[config.mk]
export PLATFORM = sky130hd
export DESIGN_NAME = multilevel_volume_decimator
export DESIGN_NICKNAME = d
export VERILOG_FILES = /design/src/design/mvd_pkg.sv /design/src/design/mvd_stride_unit.sv /design/src/design/multilevel_volume_decimator.sv
export SDC_FILE = /design/constraint.sdc
export NUM_CORES = 2
export LEC_CHECK = 0
export BUFFER_PORTS_ARGS = -buffer_cell sky130_fd_sc_hd__buf_2
export CORE_MARGIN = 2
export CORE_UTILIZATION = 55
export DETAILED_ROUTE_END_ITERATION = 7
export GPL_ROUTABILITY_DRIVEN = 0
export PLACE_DENSITY = 0.71
export SKIP_CTS_REPAIR_TIMING = 1
export SLEW_MARGIN = 5
export SYNTH_ARGS = -nofsm -noshare
export SYNTH_HDL_FRONTEND = slang
export SYNTH_HIERARCHICAL = 1
export SYNTH_SLANG_ARGS = --single-unit
[constraint.sdc]
create_clock -name i_clk -period 20.3 [get_ports i_clk]
set_clock_uncertainty 0.2 [all_clocks]
set_input_delay 6.09 -clock i_clk [delete_from_list [all_inputs] [get_ports i_clk]]
set_output_delay 6.09 -clock i_clk [all_outputs]
set_load 0.02 [all_outputs]
[src/design/mvd_pkg.sv]
package mvd_pkg;

    localparam int VOXEL_W = 32;
    localparam int DIM_W   = 16;
    localparam int LCNT_W  = 4;
    localparam int RED_W   = 4;
    localparam int RATE_W  = 5;
    localparam int LEVEL_W = 4;
    localparam int ADDR_W  = 3;

    localparam logic [ADDR_W-1:0] REG_DIM_X      = 3'd0;
    localparam logic [ADDR_W-1:0] REG_DIM_Y      = 3'd1;
    localparam logic [ADDR_W-1:0] REG_DIM_Z      = 3'd2;
    localparam logic [ADDR_W-1:0] REG_LEVEL_CNT  = 3'd3;
    localparam logic [ADDR_W-1:0] REG_REDUCTIONS = 3'd4;
    localparam logic [ADDR_W-1:0] REG_RATE       = 3'd5;

    typedef struct packed {
        logic [DIM_W-1:0]  dim_x;
        logic [DIM_W-1:0]  dim_y;
        logic [DIM_W-1:0]  dim_z;
        logic [RED_W-1:0]  reductions;
        logic [RATE_W-1:0] rate;
    } t_derive_cfg;

    typedef struct packed {
        logic done;
        logic wr_en;
    } t_derive_sts;

    function automatic logic [DIM_W-1:0] eff_dim(input logic [DIM_W-1:0] d);
        return (d == '0) ? DIM_W'(1) : d;
    endfunction

endpackage

[src/design/mvd_stride_unit.sv]
module mvd_stride_unit #(
    parameter int MAX_LEVELS  = 8,
    parameter int COORD_WIDTH = 16,
    localparam int SW     = COORD_WIDTH + 1,
    localparam int LIDX_W = (MAX_LEVELS > 1) ? $clog2(MAX_LEVELS) : 1
) (
    input  logic                 i_clk,
    input  logic                 i_rst_n,
    input  logic                 i_start,
    input  mvd_pkg::t_derive_cfg i_cfg,
    output mvd_pkg::t_derive_sts o_sts,
    output logic [LIDX_W-1:0]    o_wr_level,
    output logic [SW-1:0]        o_x_stride,
    output logic [SW-1:0]        o_y_stride,
    output logic [SW-1:0]        o_z_stride
);
    import mvd_pkg::*;

    localparam int PW    = SW + RATE_W;
    localparam int CNT_W = $clog2(DIM_W);
    localparam logic [PW-1:0] CAP = {{(PW-SW){1'b0}}, 1'b1, {COORD_WIDTH{1'b0}}};

    typedef enum logic [2:0] {S_IDLE, S_STEP, S_DIV, S_FIN, S_DONE} t_state;
    typedef enum logic [1:0] {AXIS_X, AXIS_Y, AXIS_Z} t_axis;

    t_state              r_state;
    t_axis               r_axis;
    logic [DIM_W-1:0]    r_dx, r_dy, r_dz;
    logic [SW-1:0]       r_sx, r_sy, r_sz;
    logic [RATE_W-1:0]   r_rate;
    logic [RED_W-1:0]    r_red;
    logic [LIDX_W-1:0]   r_lvl;
    logic [DIM_W-1:0]    r_quo;
    logic [RATE_W-1:0]   r_rem;
    logic [CNT_W-1:0]    r_cnt;

    t_axis               n_axis;
    logic [SW-1:0]       sel_stride;
    logic [PW-1:0]       prod;
    logic [SW-1:0]       grown;
    logic [DIM_W-1:0]    sel_dim;
    logic [RATE_W:0]     rem_sh;
    logic                ge;
    logic [RATE_W:0]     rem_nx;
    logic [DIM_W-1:0]    shrunk;
    logic                more;

    assign more = (r_red < i_cfg.reductions);

    always_comb begin
        if (r_dz >= r_dy && r_dz >= r_dx) begin
            n_axis = AXIS_Z;
        end else if (r_dy >= r_dx) begin
            n_axis = AXIS_Y;
        end else begin
            n_axis = AXIS_X;
        end
        unique case (n_axis)
            AXIS_X: begin
                sel_stride = r_sx;
                sel_dim    = r_dx;
            end
            AXIS_Y: begin
                sel_stride = r_sy;
                sel_dim    = r_dy;
            end
            default: begin
                sel_stride = r_sz;
                sel_dim    = r_dz;
            end
        endcase
        prod   = PW'(sel_stride) * PW'(r_rate);
        grown  = (prod > CAP) ? SW'(CAP) : SW'(prod);
        rem_sh = {r_rem, r_quo[DIM_W-1]};
        ge     = (rem_sh >= {1'b0, r_rate});
        rem_nx = ge ? (rem_sh - {1'b0, r_rate}) : rem_sh;
        shrunk = r_quo + ((r_rem != '0) ? DIM_W'(1) : DIM_W'(0));
    end

    always_ff @(posedge i_clk) begin
        if (!i_rst_n) begin
            r_state <= S_IDLE;
            r_red   <= '0;
            r_lvl   <= '0;
            r_cnt   <= '0;
        end else begin
            unique case (r_state)
                S_IDLE: begin
                    if (i_start) begin
                        r_dx    <= eff_dim(i_cfg.dim_x);
                        r_dy    <= eff_dim(i_cfg.dim_y);
                        r_dz    <= eff_dim(i_cfg.dim_z);
                        r_sx    <= SW'(1);
                        r_sy    <= SW'(1);
                        r_sz    <= SW'(1);
                        r_rate  <= (i_cfg.rate == '0) ? RATE_W'(1) : i_cfg.rate;
                        r_red   <= '0;
                        r_lvl   <= '0;
                        r_state <= S_STEP;
                    end
                end
                S_STEP: begin
                    if (more) begin
                        r_axis <= n_axis;
                        unique case (n_axis)
                            AXIS_X:  r_sx <= grown;
                            AXIS_Y:  r_sy <= grown;
                            default: r_sz <= grown;
                        endcase
                        r_quo   <= sel_dim;
                        r_rem   <= '0;
                        r_cnt   <= '0;
                        r_state <= S_DIV;
                    end else if (r_lvl == LIDX_W'(MAX_LEVELS - 1)) begin
                        r_state <= S_DONE;
                    end else begin
                        r_lvl <= r_lvl + 1'b1;
                        r_red <= '0;
                    end
                end
                S_DIV: begin
                    r_quo <= {r_quo[DIM_W-2:0], ge};
                    r_rem <= RATE_W'(rem_nx);
                    r_cnt <= r_cnt + 1'b1;
                    if (r_cnt == CNT_W'(DIM_W - 1)) begin
                        r_state <= S_FIN;
                    end
                end
                S_FIN: begin
                    unique case (r_axis)
                        AXIS_X:  r_dx <= shrunk;
                        AXIS_Y:  r_dy <= shrunk;
                        default: r_dz <= shrunk;
                    endcase
                    r_red   <= r_red + 1'b1;
                    r_state <= S_STEP;
                end
                S_DONE: begin
                    r_state <= S_IDLE;
                end
                default: begin
                    r_state <= S_IDLE;
                end
            endcase
        end
    end

    assign o_sts.done  = (r_state == S_DONE);
    assign o_sts.wr_en = (r_state == S_STEP) && !more;
    assign o_wr_level  = r_lvl;
    assign o_x_stride  = r_sx;
    assign o_y_stride  = r_sy;
    assign o_z_stride  = r_sz;

endmodule

[src/design/multilevel_volume_decimator.sv]
// Voxel that does not open a volume: accepted, then results follow one per cycle
// from the next cycle on while the receiver is ready; no voxel is taken meanwhile.
// Voxel that opens a volume: the stride sequencer and its bit-serial divider run
// first, then its results follow in the same way.
// Synchronous active-low reset clears counters, phases and control and loads the
// config defaults; strides are rebuilt for the first voxel after reset, before it is used.
module multilevel_volume_decimator #(
    parameter int MAX_LEVELS  = 8,
    parameter int COORD_WIDTH = 16
) (
    input  logic                          i_clk,
    input  logic                          i_rst_n,
    input  logic                          i_cfg_we,
    input  logic [mvd_pkg::ADDR_W-1:0]    i_cfg_addr,
    input  logic [mvd_pkg::DIM_W-1:0]     i_cfg_wdata,
    input  logic                          s_axis_tvalid,
    output logic                          s_axis_tready,
    input  logic [mvd_pkg::VOXEL_W-1:0]   s_axis_tdata,   // [31:0] voxel
    output logic                          m_axis_tvalid,
    input  logic                          m_axis_tready,
    output logic [mvd_pkg::VOXEL_W-1:0]   m_axis_tdata,   // [31:0] value
    output logic [mvd_pkg::LEVEL_W-1:0]   m_axis_tuser,   // [3:0] level
    output logic                          m_axis_tlast
);
    import mvd_pkg::*;

    localparam int SW     = COORD_WIDTH + 1;
    localparam int LIDX_W = (MAX_LEVELS > 1) ? $clog2(MAX_LEVELS) : 1;
    localparam int CMP_W  = (COORD_WIDTH + 1 > DIM_W) ? COORD_WIDTH + 1 : DIM_W;

    typedef enum logic [1:0] {ST_IDLE, ST_DERIVE, ST_EMIT} t_state;

    t_state                 r_state;
    logic [DIM_W-1:0]       r_dim_x, r_dim_y, r_dim_z;
    logic [LCNT_W-1:0]      r_level_count;
    logic [RED_W-1:0]       r_reductions;
    logic [RATE_W-1:0]      r_rate;
    logic [COORD_WIDTH-1:0] r_col, r_row, r_slice;
    logic [SW-1:0]          r_xph [MAX_LEVELS];
    logic [SW-1:0]          r_yph [MAX_LEVELS];
    logic [SW-1:0]          r_zph [MAX_LEVELS];
    logic [SW-1:0]          r_xs  [MAX_LEVELS];
    logic [SW-1:0]          r_ys  [MAX_LEVELS];
    logic [SW-1:0]          r_zs  [MAX_LEVELS];
    logic [VOXEL_W-1:0]     r_voxel;
    logic [MAX_LEVELS-1:0]  r_mask;

    logic [SW-1:0]          n_xph [MAX_LEVELS];
    logic [SW-1:0]          n_yph [MAX_LEVELS];
    logic [SW-1:0]          n_zph [MAX_LEVELS];
    logic [COORD_WIDTH-1:0] n_col, n_row, n_slice;
    logic [MAX_LEVELS-1:0]  n_mask;

    t_derive_cfg            derive_cfg;
    t_derive_sts            derive_sts;
    logic [LIDX_W-1:0]      wr_level;
    logic [SW-1:0]          wr_xs, wr_ys, wr_zs;

    logic                   in_fire, out_fire, vol_start, do_update;
    logic [COORD_WIDTH:0]   col_p1, row_p1, slice_p1;
    logic                   col_wrap, row_wrap, slice_wrap;
    logic [LCNT_W:0]        lc_sat;
    logic [LIDX_W-1:0]      low_idx;
    logic [LIDX_W:0]        lvl_sum;
    logic [MAX_LEVELS-1:0]  mask_rest;

    assign s_axis_tready = (r_state == ST_IDLE);
    assign in_fire       = s_axis_tvalid && s_axis_tready;
    assign out_fire      = m_axis_tvalid && m_axis_tready;
    assign vol_start     = (r_col == '0) && (r_row == '0) && (r_slice == '0);
    assign do_update     = (in_fire && !vol_start)
                         || ((r_state == ST_DERIVE) && derive_sts.done);

    assign derive_cfg.dim_x      = r_dim_x;
    assign derive_cfg.dim_y      = r_dim_y;
    assign derive_cfg.dim_z      = r_dim_z;
    assign derive_cfg.reductions = r_reductions;
    assign derive_cfg.rate       = r_rate;

    mvd_stride_unit #(
        .MAX_LEVELS  (MAX_LEVELS),
        .COORD_WIDTH (COORD_WIDTH)
    ) u_stride (
        .i_clk      (i_clk),
        .i_rst_n    (i_rst_n),
        .i_start    (in_fire && vol_start),
        .i_cfg      (derive_cfg),
        .o_sts      (derive_sts),
        .o_wr_level (wr_level),
        .o_x_stride (wr_xs),
        .o_y_stride (wr_ys),
        .o_z_stride (wr_zs)
    );

    always_comb begin
        col_p1     = {1'b0, r_col} + 1'b1;
        row_p1     = {1'b0, r_row} + 1'b1;
        slice_p1   = {1'b0, r_slice} + 1'b1;
        col_wrap   = (col_p1[COORD_WIDTH-1:0] == '0)
                   || (CMP_W'(col_p1) >= CMP_W'(eff_dim(r_dim_x)));
        row_wrap   = col_wrap && ((row_p1[COORD_WIDTH-1:0] == '0)
                   || (CMP_W'(row_p1) >= CMP_W'(eff_dim(r_dim_y))));
        slice_wrap = row_wrap && ((slice_p1[COORD_WIDTH-1:0] == '0)
                   || (CMP_W'(slice_p1) >= CMP_W'(eff_dim(r_dim_z))));
        n_col   = col_wrap ? '0 : col_p1[COORD_WIDTH-1:0];
        n_row   = col_wrap ? (row_wrap ? '0 : row_p1[COORD_WIDTH-1:0]) : r_row;
        n_slice = row_wrap ? (slice_wrap ? '0 : slice_p1[COORD_WIDTH-1:0]) : r_slice;

        lc_sat = ({1'b0, r_level_count} > (LCNT_W+1)'(MAX_LEVELS))
               ? (LCNT_W+1)'(MAX_LEVELS) : {1'b0, r_level_count};

        for (int l = 0; l < MAX_LEVELS; l++) begin
            n_mask[l] = ((LCNT_W+1)'(l) < lc_sat) && (r_xph[l] == '0)
                      && (r_yph[l] == '0) && (r_zph[l] == '0);
            n_xph[l] = (col_wrap || (r_xph[l] + SW'(1) >= r_xs[l]))
                     ? '0 : r_xph[l] + SW'(1);
            if (col_wrap) begin
                n_yph[l] = (row_wrap || (r_yph[l] + SW'(1) >= r_ys[l]))
                         ? '0 : r_yph[l] + SW'(1);
            end else begin
                n_yph[l] = r_yph[l];
            end
            if (row_wrap) begin
                n_zph[l] = (slice_wrap || (r_zph[l] + SW'(1) >= r_zs[l]))
                         ? '0 : r_zph[l] + SW'(1);
            end else begin
                n_zph[l] = r_zph[l];
            end
        end

        low_idx = '0;
        for (int l = MAX_LEVELS - 1; l >= 0; l--) begin
            if (r_mask[l]) begin
                low_idx = LIDX_W'(l);
            end
        end
        lvl_sum   = {1'b0, low_idx} + 1'b1;
        mask_rest = r_mask & (r_mask - 1'b1);
    end

    assign m_axis_tvalid = (r_state == ST_EMIT);
    assign m_axis_tdata  = r_voxel;
    assign m_axis_tuser  = LEVEL_W'(lvl_sum);
    assign m_axis_tlast  = (mask_rest == '0);

    always_ff @(posedge i_clk) begin
        if (!i_rst_n) begin
            r_state       <= ST_IDLE;
            r_dim_x       <= DIM_W'(1);
            r_dim_y       <= DIM_W'(1);
            r_dim_z       <= DIM_W'(1);
            r_level_count <= LCNT_W'(1);
            r_reductions  <= RED_W'(1);
            r_rate        <= RATE_W'(2);
            r_col         <= '0;
            r_row         <= '0;
            r_slice       <= '0;
            r_mask        <= '0;
            for (int l = 0; l < MAX_LEVELS; l++) begin
                r_xph[l] <= '0;
                r_yph[l] <= '0;
                r_zph[l] <= '0;
            end
        end else begin
            if (i_cfg_we) begin
                unique case (i_cfg_addr)
                    REG_DIM_X:      r_dim_x       <= i_cfg_wdata;
                    REG_DIM_Y:      r_dim_y       <= i_cfg_wdata;
                    REG_DIM_Z:      r_dim_z       <= i_cfg_wdata;
                    REG_LEVEL_CNT:  r_level_count <= i_cfg_wdata[LCNT_W-1:0];
                    REG_REDUCTIONS: r_reductions  <= i_cfg_wdata[RED_W-1:0];
                    REG_RATE:       r_rate        <= i_cfg_wdata[RATE_W-1:0];
                    default: ;
                endcase
            end
            if (do_update) begin
                r_col   <= n_col;
                r_row   <= n_row;
                r_slice <= n_slice;
                r_mask  <= n_mask;
                r_state <= (n_mask != '0) ? ST_EMIT : ST_IDLE;
                for (int l = 0; l < MAX_LEVELS; l++) begin
                    r_xph[l] <= n_xph[l];
                    r_yph[l] <= n_yph[l];
                    r_zph[l] <= n_zph[l];
                end
            end else begin
                unique case (r_state)
                    ST_IDLE: begin
                        if (in_fire) begin
                            r_state <= ST_DERIVE;
                            for (int l = 0; l < MAX_LEVELS; l++) begin
                                r_xph[l] <= '0;
                                r_yph[l] <= '0;
                                r_zph[l] <= '0;
                            end
                        end
                    end
                    ST_DERIVE: ;
                    ST_EMIT: begin
                        if (out_fire) begin
                            r_mask <= mask_rest;
                            if (mask_rest == '0) begin
                                r_state <= ST_IDLE;
                            end
                        end
                    end
                    default: r_state <= ST_IDLE;
                endcase
            end
        end
    end

    always_ff @(posedge i_clk) begin
        if (in_fire) begin
            r_voxel <= s_axis_tdata;
        end
        if (derive_sts.wr_en) begin
            r_xs[wr_level] <= wr_xs;
            r_ys[wr_level] <= wr_ys;
            r_zs[wr_level] <= wr_zs;
        end
    end

endmodule

==> impl_metrics.env <==
export IMPL_hold_class="reg2reg"
export IMPL_synthXorXnorAreaFrac=0.0562
export IMPL_crit_path_frequent_cell="buf_4"
export IMPL_synthAdderAreaFrac=0.131
export IMPL_cts_buffer_depth=3
export IMPL_leakagePower_nw=30.0
export IMPL_syn_num_nets=6991
export IMPL_die_x_microns=347
export IMPL_maxCapViolations=0
export IMPL_rsz0062_at_grt="false"
export IMPL_critPathKind="in2reg"
export IMPL_synth_top_family_by_area="simple AND/OR/NAND/NOR gates"
export IMPL_cp_data_arrival_time_ns=9.64
export IMPL_fin_area_sq_um=70700
export IMPL_die_y_microns=347
export IMPL_yosysSeqAreaShare=0.462
export IMPL_cp_cell_sequence="buf_2 -> buf_4 -> inv_2 -> buf_4 -> a21o_1 -> buf_4 -> nor2_2 -> clkinv_1 -> buf_4 -> o21ai_0 -> a21o_1"
export IMPL_synthArstFlopShare=0
export IMPL_grt_max_degree=55
export IMPL_routedWlPerCell_microns=22.2
export IMPL_clkLatencyLatePin_ns=0.71
export IMPL_finalCritPeriodShare=0.452
export IMPL_yosysWarnings=6
export IMPL_r2r_setup_slack_ns=12.05
export IMPL_coreArea_sq_um=116000
export IMPL_cp_start_kind="input pin"
export IMPL_fp_row_count=125
export IMPL_synth_compound_area_frac=0.110
export IMPL_route_detailed_drc=0
export IMPL_status="finished, final reports clean"
export IMPL_routed_wl_microns=178000
export IMPL_synth_flop_cell="edfxtp_1"
export IMPL_syn_inst=6284
export IMPL_whs_path_depth=1
export IMPL_numCtsBuffers=117
export IMPL_reg2reg_from="u_stride/r_dz[0]"
export IMPL_slew_limit_headroom=0.137
export IMPL_syn2layout_area_growth_pct=9.41
export IMPL_route_vias_total=48519
export IMPL_min_delay_start="u_stride/r_red[3]"
export IMPL_finalCriticalPeriod_ns=9.18
export IMPL_ys_ff_latch=1108
export IMPL_via_per_inst=6.06
export IMPL_overflow=0
export IMPL_final_common_cell="edfxtp_1"
export IMPL_die_area_sq_um=120000
export IMPL_timing_fmax_ghz=0.109
export IMPL_avgSynthCellArea_sq_um=10.3
export IMPL_critPathMaxStageDelay_ns=0.91
export IMPL_port_buffers=94
export IMPL_grt_first_pass_wirelength_microns=273000
export IMPL_hold_viol=0
export IMPL_ioPinCount=95
export IMPL_final_cell_mix="edfxtp_1, inv_1, ha_1"
export IMPL_synth_edff_count=771
export IMPL_htreeDepth=3
export IMPL_antenna_found_initial=29
export IMPL_num_nets_final=7077
export IMPL_maxSlewViolCount=0
export IMPL_path_max_fanout=54
export IMPL_synth_mux_area_frac=0.0148
export IMPL_firstDrtPassIters=8
export IMPL_grt_pass1_vias=47265
export IMPL_worstRegToRegCells=23
export IMPL_synth_simple_gate_area_frac=0.171
export IMPL_cts_sinks=1108
export IMPL_drive_gt1_frac=0.0801
export IMPL_cp_end_kind="register"
export IMPL_timing_worst_slew_pin_value_ns=1.29
export IMPL_dp_hpwl_microns=125000
export IMPL_synthesis_area_sq_um=64600
export IMPL_hold_end="u_stride/r_red[3]"
export IMPL_cts_tree="done"
export IMPL_synth_cell_types=118
export IMPL_vdd_drop_max_uv=76.6
export IMPL_critPathSlowestCell="nor2_2"
export IMPL_fillers=9546
export IMPL_clk_pin_slew_ns=0.06
export IMPL_clock_root_buffer="clkbuf_16"
export IMPL_drt_iter0_markers=5019
export IMPL_grt_total_usage=0.293
export IMPL_utilization=0.608
export IMPL_crit_required_ns=20.75
export IMPL_tns_ns=0
export IMPL_setup_viol=0
export IMPL_power_density_nw_per_um2=82.6
export IMPL_placed_cell_area_sq_um=66800
export IMPL_reg2reg_to="u_stride/o_y_stride[3]"
export IMPL_ant_nets=0
export IMPL_initial_core_util=0.556
[through the flow]
step,instances,setup WS (ns),hold slack [ns],total power (W)
floorplan,6284,10.91,0.243,0.00335
global placement,7775,10.54,0.264,0.00365
detailed placement,7775,10.47,0.273,0.00367
CTS,7994,11.04,0.287,0.00585
global route,7997,10.87,0.313,0.00604
finish,8010,11.12,0.286,0.00584
[logic make-up (layout without fill, tap and decap cells)]
kind of cell | after synthesis | count (layout)
fa+ha+maj | 652 | 652
simple gates | 2071 | 2071
flops | 1108 | 1108
compound gates | 1066 | 1066
other cells | 0 | 16
mux | 91 | 91
xor+xnor | 415 | 415
buf+inv | 881 | 1067
[worst max path at each step]
| stage | to | cells past startpoint | start |
|---|---|---|---|
| floorplan | r_xph[0][17] | 7 | s_axis_tvalid |
| global placement | r_xph[1][10] | 11 | i_rst_n |
| detailed placement | r_xph[1][2] | 11 | i_rst_n |
| CTS | m_axis_tuser[2] | 6 | r_mask[4] |
| global route | r_xph[1][2] | 11 | i_rst_n |
| finish | r_xph[1][2] | 11 | i_rst_n |
[routing by layer]
metal	wire, microns	global-route usage	up-vias
met1	70700	0.383	23322
met2	81900	0.475	2025
met4	8830	0.138	6
met5	41	0	-
li1	-	-	22726
met3	16500	0.0489	440
[area by class of cell]
cell class / instances / area (sq um) / area share
antenna: 16 / 40.0 / 0.000566
clock buffer: 152 / 3290 / 0.0465
clock inverter: 67 / 624 / 0.00883
inverter: 683 / 2560 / 0.0362
multi-input combinational: 4295 / 31400 / 0.444
sequential: 1108 / 29900 / 0.423
tap: 1524 / 1910 / 0.0270
timing repair buffer: 165 / 1000 / 0.0142
[cell usage after synthesis, drive strengths merged, types with 9 or more instances]
| cell | instances | area, sq um |
|---|---|---|
| a211o | 11 | 96.3 |
| a211oi | 63 | 523 |
| a21boi | 16 | 120 |
| a21o | 160 | 1200 |
| a21oi | 271 | 1370 |
| a22o | 44 | 385 |
| a22oi | 34 | 255 |
| a31o | 9 | 78.8 |
| a31oi | 37 | 231 |
| a32o | 21 | 210 |
| and2 | 95 | 594 |
| and3 | 107 | 672 |
| and4 | 37 | 328 |
| buf | 73 | 445 |
| clkbuf | 124 | 465 |
| dfxtp | 337 | 6750 |
| edfxtp | 771 | 23200 |
| fa | 46 | 921 |
| ha | 605 | 7570 |
| inv | 681 | 2560 |
| mux2 | 37 | 417 |
| mux2i | 54 | 541 |
| nand2 | 454 | 1710 |
| nand2b | 67 | 419 |
| nand3 | 257 | 1320 |
| nand3b | 9 | 67.6 |
| nand4 | 139 | 897 |
| nor2 | 314 | 1180 |
| nor2b | 209 | 1330 |
| nor3 | 104 | 542 |
| nor3b | 13 | 113 |
| nor4 | 158 | 1070 |
| nor4b | 13 | 114 |
| o2111ai | 15 | 138 |
| o211ai | 27 | 221 |
| o21a | 31 | 233 |
| o21ai | 238 | 1200 |
| o31ai | 12 | 104 |
| or2 | 35 | 219 |
| or3 | 23 | 144 |
| or4 | 16 | 124 |
| xnor2 | 253 | 2220 |
| xor2 | 162 | 1420 |
[critical path: cells and delay by family]
kind,cells,cell delay [ns]
AO/OA/AOI/OAI,3,0.53
buffers and inverters,7,1.98
AND/OR/NAND/NOR,1,0.91
[report_power, final]
group	internal [W]	leakage (nW)	switching, W	total [W]
combinational	0.000362	18.0	0.000670	0.00103
clock	0.00127	1.93	0.000923	0.00219
sequential	0.00250	10.1	0.000117	0.00262
total	0.00413	30.0	0.00171	0.00584
[flip-flops by register name, indices dropped and copies added, names as in the netlist, 17 cells and up]
| register | count |
|---|---|
| u_stride/o_x_stride | 17 |
| r_xph | 136 |
| u_stride/o_y_stride | 17 |
| r_ys | 136 |
| r_zs | 136 |
| r_zph | 136 |
| m_axis_tdata | 32 |
| u_stride/o_z_stride | 17 |
| r_yph | 136 |
| r_xs | 136 |
No activity file was read; power rests on OpenSTA's default activity.
